## src/hw/rtl/trie_pkg.sv

```systemverilog
// Shared types and constants for the dictionary trie block.
// Used by the interfaces, the controller, the datapath and the top level.
// No dependencies.
`default_nettype none

package trie_pkg;

  // Pool and alphabet sizes.
  localparam int NODE_COUNT    = 1024;
  localparam int ALPHABET_SIZE = 26;

  // Derived widths and depths.
  localparam int NODE_W     = $clog2(NODE_COUNT);
  localparam int USED_W     = $clog2(NODE_COUNT + 1);
  localparam int LINK_DEPTH = NODE_COUNT * ALPHABET_SIZE;
  localparam int LINK_AW    = $clog2(LINK_DEPTH);

  // Fixed payload widths.
  localparam int SYM_W = 5;
  localparam int POS_W = 32;
  localparam int LEN_W = 16;
  localparam int STS_W = 3;

  typedef enum logic {
    OP_INSERT = 1'b0,
    OP_QUERY  = 1'b1
  } op_t;

  typedef enum logic [STS_W-1:0] {
    ST_INSERTED   = 3'd0,
    ST_POOL_FULL  = 3'd1,
    ST_NOT_PREFIX = 3'd2,
    ST_IS_PREFIX  = 3'd3,
    ST_WORD_FOUND = 3'd4
  } status_t;

  typedef enum logic [1:0] {
    FAIL_NONE   = 2'd0,
    FAIL_INSERT = 2'd1,
    FAIL_QUERY  = 2'd2
  } fail_t;

  typedef enum logic [2:0] {
    S_CLEAR,
    S_IDLE,
    S_LOOKUP,
    S_NODE,
    S_RESULT
  } state_t;

  // Commands from the controller to the datapath.
  typedef struct packed {
    logic clear;
    logic accept;
    logic lookup;
    logic node_access;
    logic emit;
  } cmd_t;

  // Status from the datapath to the controller.
  typedef struct packed {
    logic clear_last;
    logic last;
    logic out_free;
  } stat_t;

endpackage

`default_nettype wire

```

## src/hw/rtl/trie_ctrl.sv

```systemverilog
// Sequencing state machine of the dictionary trie.
// Depends on trie_pkg for the state, command and status types.
`default_nettype none

module trie_ctrl (
  input  wire logic            clk,
  input  wire logic            rst,
  input  wire logic            letter_valid,
  output logic                 letter_ready,
  input  wire trie_pkg::stat_t stat,
  output trie_pkg::cmd_t       cmd
);

  trie_pkg::state_t state;
  trie_pkg::state_t state_next;

  always_ff @(posedge clk) begin
    if (rst) begin
      state <= trie_pkg::S_CLEAR;
    end else begin
      state <= state_next;
    end
  end

  always_comb begin
    state_next = state;
    unique case (state)
      trie_pkg::S_CLEAR: begin
        if (stat.clear_last) state_next = trie_pkg::S_IDLE;
      end
      trie_pkg::S_IDLE: begin
        if (letter_valid) state_next = trie_pkg::S_LOOKUP;
      end
      trie_pkg::S_LOOKUP: begin
        state_next = stat.last ? trie_pkg::S_NODE : trie_pkg::S_IDLE;
      end
      trie_pkg::S_NODE: begin
        state_next = trie_pkg::S_RESULT;
      end
      trie_pkg::S_RESULT: begin
        if (stat.out_free) state_next = trie_pkg::S_IDLE;
      end
      default: state_next = trie_pkg::S_CLEAR;
    endcase
  end

  always_comb begin
    cmd          = '0;
    letter_ready = 1'b0;
    unique case (state)
      trie_pkg::S_CLEAR:  cmd.clear = 1'b1;
      trie_pkg::S_IDLE: begin
        letter_ready = 1'b1;
        cmd.accept   = letter_valid;
      end
      trie_pkg::S_LOOKUP: cmd.lookup = 1'b1;
      trie_pkg::S_NODE:   cmd.node_access = 1'b1;
      trie_pkg::S_RESULT: cmd.emit = stat.out_free;
      default: ;
    endcase
  end

endmodule

`default_nettype wire

```

## config.mk

```make
export PLATFORM = sky130hd
export DESIGN_NAME = trie_ctrl
export DESIGN_NICKNAME = d
export VERILOG_FILES = /design/src/hw/rtl/trie_pkg.sv /design/src/hw/rtl/trie_ctrl.sv
export SDC_FILE = /design/constraint.sdc
export NUM_CORES = 1
export LEC_CHECK = 0
export ABC_AREA = 0
export ABC_CLOCK_PERIOD_IN_PS = 1650
export BUFFER_PORTS_ARGS = -buffer_cell sky130_fd_sc_hd__buf_2
export CORE_AREA = 2 2 39 41
export CTS_CLUSTER_SIZE = 28
export DETAILED_ROUTE_END_ITERATION = 8
export DIE_AREA = 0 0 41 43
export GPL_TIMING_DRIVEN = 1
export SKIP_CTS_REPAIR_TIMING = 1
export SLEW_MARGIN = 20
export SYNTH_ARGS = -nofsm -noshare
export SYNTH_HDL_FRONTEND = slang
export SYNTH_SLANG_ARGS = --single-unit
```

## constraint.sdc

```tcl
create_clock -name clk -period 1.65 [get_ports clk]
set_clock_uncertainty 0.1 [all_clocks]
set_input_delay 0.2475 -clock clk [delete_from_list [all_inputs] [get_ports clk]]
set_output_delay 0.2475 -clock clk [all_outputs]
set_load 0.01 [all_outputs]
```

---- Word level (Yosys, flattened, before mapping) ----
Cells that the tools add are included.
storage, ports and cells
  bits in registers ....................... 3
  output and inout bits ................... 6
  logic and storage cells ................. 21
operators by class
  equality and inequality tests ........... 7
  muxes and demuxes ....................... 11
  reductions and logical operators ........ 2
operators by type and width
  operator                                                                count
  3-bit case mux with 5 select lines                                      1
  3-bit two-way mux                                                       3
  3-bit by 2-bit equality test with 1-bit output (second input constant)  2
  1-bit two-way mux                                                       6
  2-bit != test (second input constant)                                   3
  3-bit by 1-bit equality test with 1-bit output (second input constant)  1
  3-bit equality test (second input constant)                             1
  3-bit logical NOT                                                       1
  3-bit AND reduction                                                     1
  2-bit two-way mux                                                       1

---- Depth between registers and ports, before layout ----
  depth in word-level cells ............... 3
  depth in mapped cells ................... 4
  gate-level depth less buffers ........... 3

---- Worst setup path after synthesis ----
OpenSTA, ideal clock, no wires.
  path kind ............................... register to output
  from .................................... reg state[2]
  to ...................................... out cmd[3] (netlist name)
  arrival time ............................ 0.832 ns
  path slack .............................. 0.471 ns
  cell stages (with the launch flop) ...... 3
  path through ............................ dfxtp_1 -> nand2b_1 -> nor3b_1
RTL lines
  item                    line             source
  from (decl)             trie_ctrl.sv:14  trie_pkg::state_t state;
  from (signal assigned)  trie_ctrl.sv:19  state <= trie_pkg::S_CLEAR;
  from (signal assigned)  trie_ctrl.sv:21  state <= state_next;
  to (decl)               trie_ctrl.sv:11  output trie_pkg::cmd_t cmd

==> flow_summary.json <==
{
  "dpl-instance-area_um2": 244,
  "crit_type": "reg2out",
  "area_growth_pct": 49.0,
  "postSynthAreaPerCell_um2": 7.56,
  "cts.sinks": 3,
  "slew_viol_final": 0,
  "ys_warn_count": 0,
  "synth_fp_nets": 30,
  "drt_wl_total_um": 475,
  "path_cells": "nand2b_1 -> nor3b_1 -> buf_2",
  "rsz0062_at_grt": "no",
  "antenna-diode-count": 0,
  "slew-limit-headroom_pct": 81.0,
  "synth_cells": 24,
  "fp.dieArea_um2": 1760,
  "route.detailed.drc": 0,
  "endpoint_kind": "output pin",
  "track_usage_pct": 6.22,
  "synthTopCellsByArea": "dfxtp_1 33%, nand3b_1 8.3%, nor2_1 8.3%",
  "port_buffers": 11,
  "routedWlPerCell_um": 8.96,
  "leakage_nw": 0.134,
  "stdcell_area_um2": 270,
  "first_pass_iters": 1,
  "cp-start-kind": "register",
  "cts_buffer_depth": 2,
  "start_util_pct": 13.1,
  "timing.final.crit_share_pct": 89.7,
  "critPathMaxFanout": 7,
  "cp_slowest_cell": "dfxtp_1",
  "period_minus_slack_ns": 1.48,
  "clock-root-buffer": "clkbuf_4",
  "ir_drop_uv": 139,
  "cp.required_ns": 1.30,
  "via_per_inst": 3.94,
  "yosysSeqAreaShare_pct": 33.1,
  "yosys.area.top_type": "dfxtp_1",
  "slowest_delay_ns": 0.35,
  "drv_cap": 0,
  "multiInputGateArea_um2": 101,
  "clk_latency_ns": 0.24,
  "reg_top3": "state: 3 flops",
  "cts_tree": "built",
  "ant_nets": 0,
  "final_common_cell": "buf_2",
  "die-height_um": 43,
  "dr_total_vias": 209,
  "status": "finished clean",
  "num-fill-cells": 162,
  "grt_pass1_vias": 178,
  "drt-initial-drc-count": 0,
  "ys_ff_latch": 3,
  "layout_common_cells": "11 x buf_2, 4 x nor2_1, 3 x clkbuf_4, 3 x dfxtp_1",
  "totalPowerFinal_w": 0.000254,
  "htree_levels": 1,
  "seq_area_um2": 60.1,
  "num_io_pins": 12,
  "final.setup.tns_ns": 0,
  "fmax_mhz": 675,
  "path_clk_slew_ns": 0.04,
  "finalSetupViolCount": 0,
  "syn-cell-area_um2": 181,
  "grt_pass1_wl_um": 690,
  "regMostFlops": "state",
  "power.density_nw_per_um2": 939,
  "ys_types": 16,
  "antenna_found_initial": 0,
  "numCtsBuffers": 3,
  "coreArea_um2": 1380,
  "nNetsFinal": 44,
  "hold_violations": 0,
  "worst_ep_arrival_time_ns": 1.13,
  "die_x_um": 41,
  "largest_reg_flops": 3,
  "hold_class": "in2reg",
  "drive_gt1_share_pct": 40.5,
  "gp_congestion": 0.710,
  "grt_overflow": 0,
  "grt_max_degree": 11,
  "synth_top_area_share_pct": 33.1,
  "rows": 14,
  "worst_slew_pin_slew_ns": 0.285
}
==> synthesized netlist by cell type, drive strengths merged <==
cell type	number
a211oi	1
a31oi	2
and2	1
and3b	1
buf	2
dfxtp	3
inv	2
nand2b	1
nand3	1
nand3b	2
nor2	4
nor3	1
nor3b	1
o21ai	1
or3	1
==> routing by layer <==
layer  up-vias  GRT usage, %  routed length (µm)
met4         0          10.0                  16
met5         -             0                   0
met1        88          8.65                 228
met3         2             0                  34
li1        110             -                   -
met2         9          6.25                 196
==> where the power goes <==
part	leakage (nW)	switching (W)	internal [W]
Clock	0.0150	0.0000424	0.0000909
Sequential	0.0245	0.00000699	0.0000767
Combinational	0.0948	0.0000181	0.0000187
==> cell families after synthesis <==
logic type             after synthesis  synth area share [%]
and+or+nand+nor                     13                  42.1
AOI/OAI and AO/OA                    4                  13.8
DFF                                  3                  33.1
buffers and inverters                4                  11.0
==> critical path: cells and delay by family, from the launching register on <==
family	cells	cell delay [ns]
buffers and inverters	1	0.16
and+or+nand+nor	2	0.39
DFF	1	0.35
==> through the flow <==
step	util, %	std cells	hold WS [ns]	setup WS (ns)
after detailed placement	17.6	49	0.349	0.427
after floorplan	-	24	0.217	0.471
final	19.5	53	0.106	0.169
after global placement	17.6	49	0.355	0.421
after global routing	19.5	53	0.102	0.0914
after CTS	19.5	53	0.0994	0.162
==> worst paths after layout <==
check                start  depth (start not counted)  slack (ns)  endpoint
hold / removal         rst                          2        0.11  state[2]
setup reg to reg  state[2]                          3        0.45  state[0]
setup / recovery  state[2]                          3        0.17    cmd[3]
hold reg to reg   state[2]                          1        0.45  state[1]
==> cell type report <==
cell class | count | share of cell area (%)
Inverter | 2 | 2.78
Tap cell | 16 | 7.41
Multi-Input combinational cell | 17 | 37.5
Sequential cell | 3 | 22.2
Clock buffer | 4 | 9.72
Timing Repair Buffer | 11 | 20.4
No activity file was read; power rests on OpenSTA's default activity.
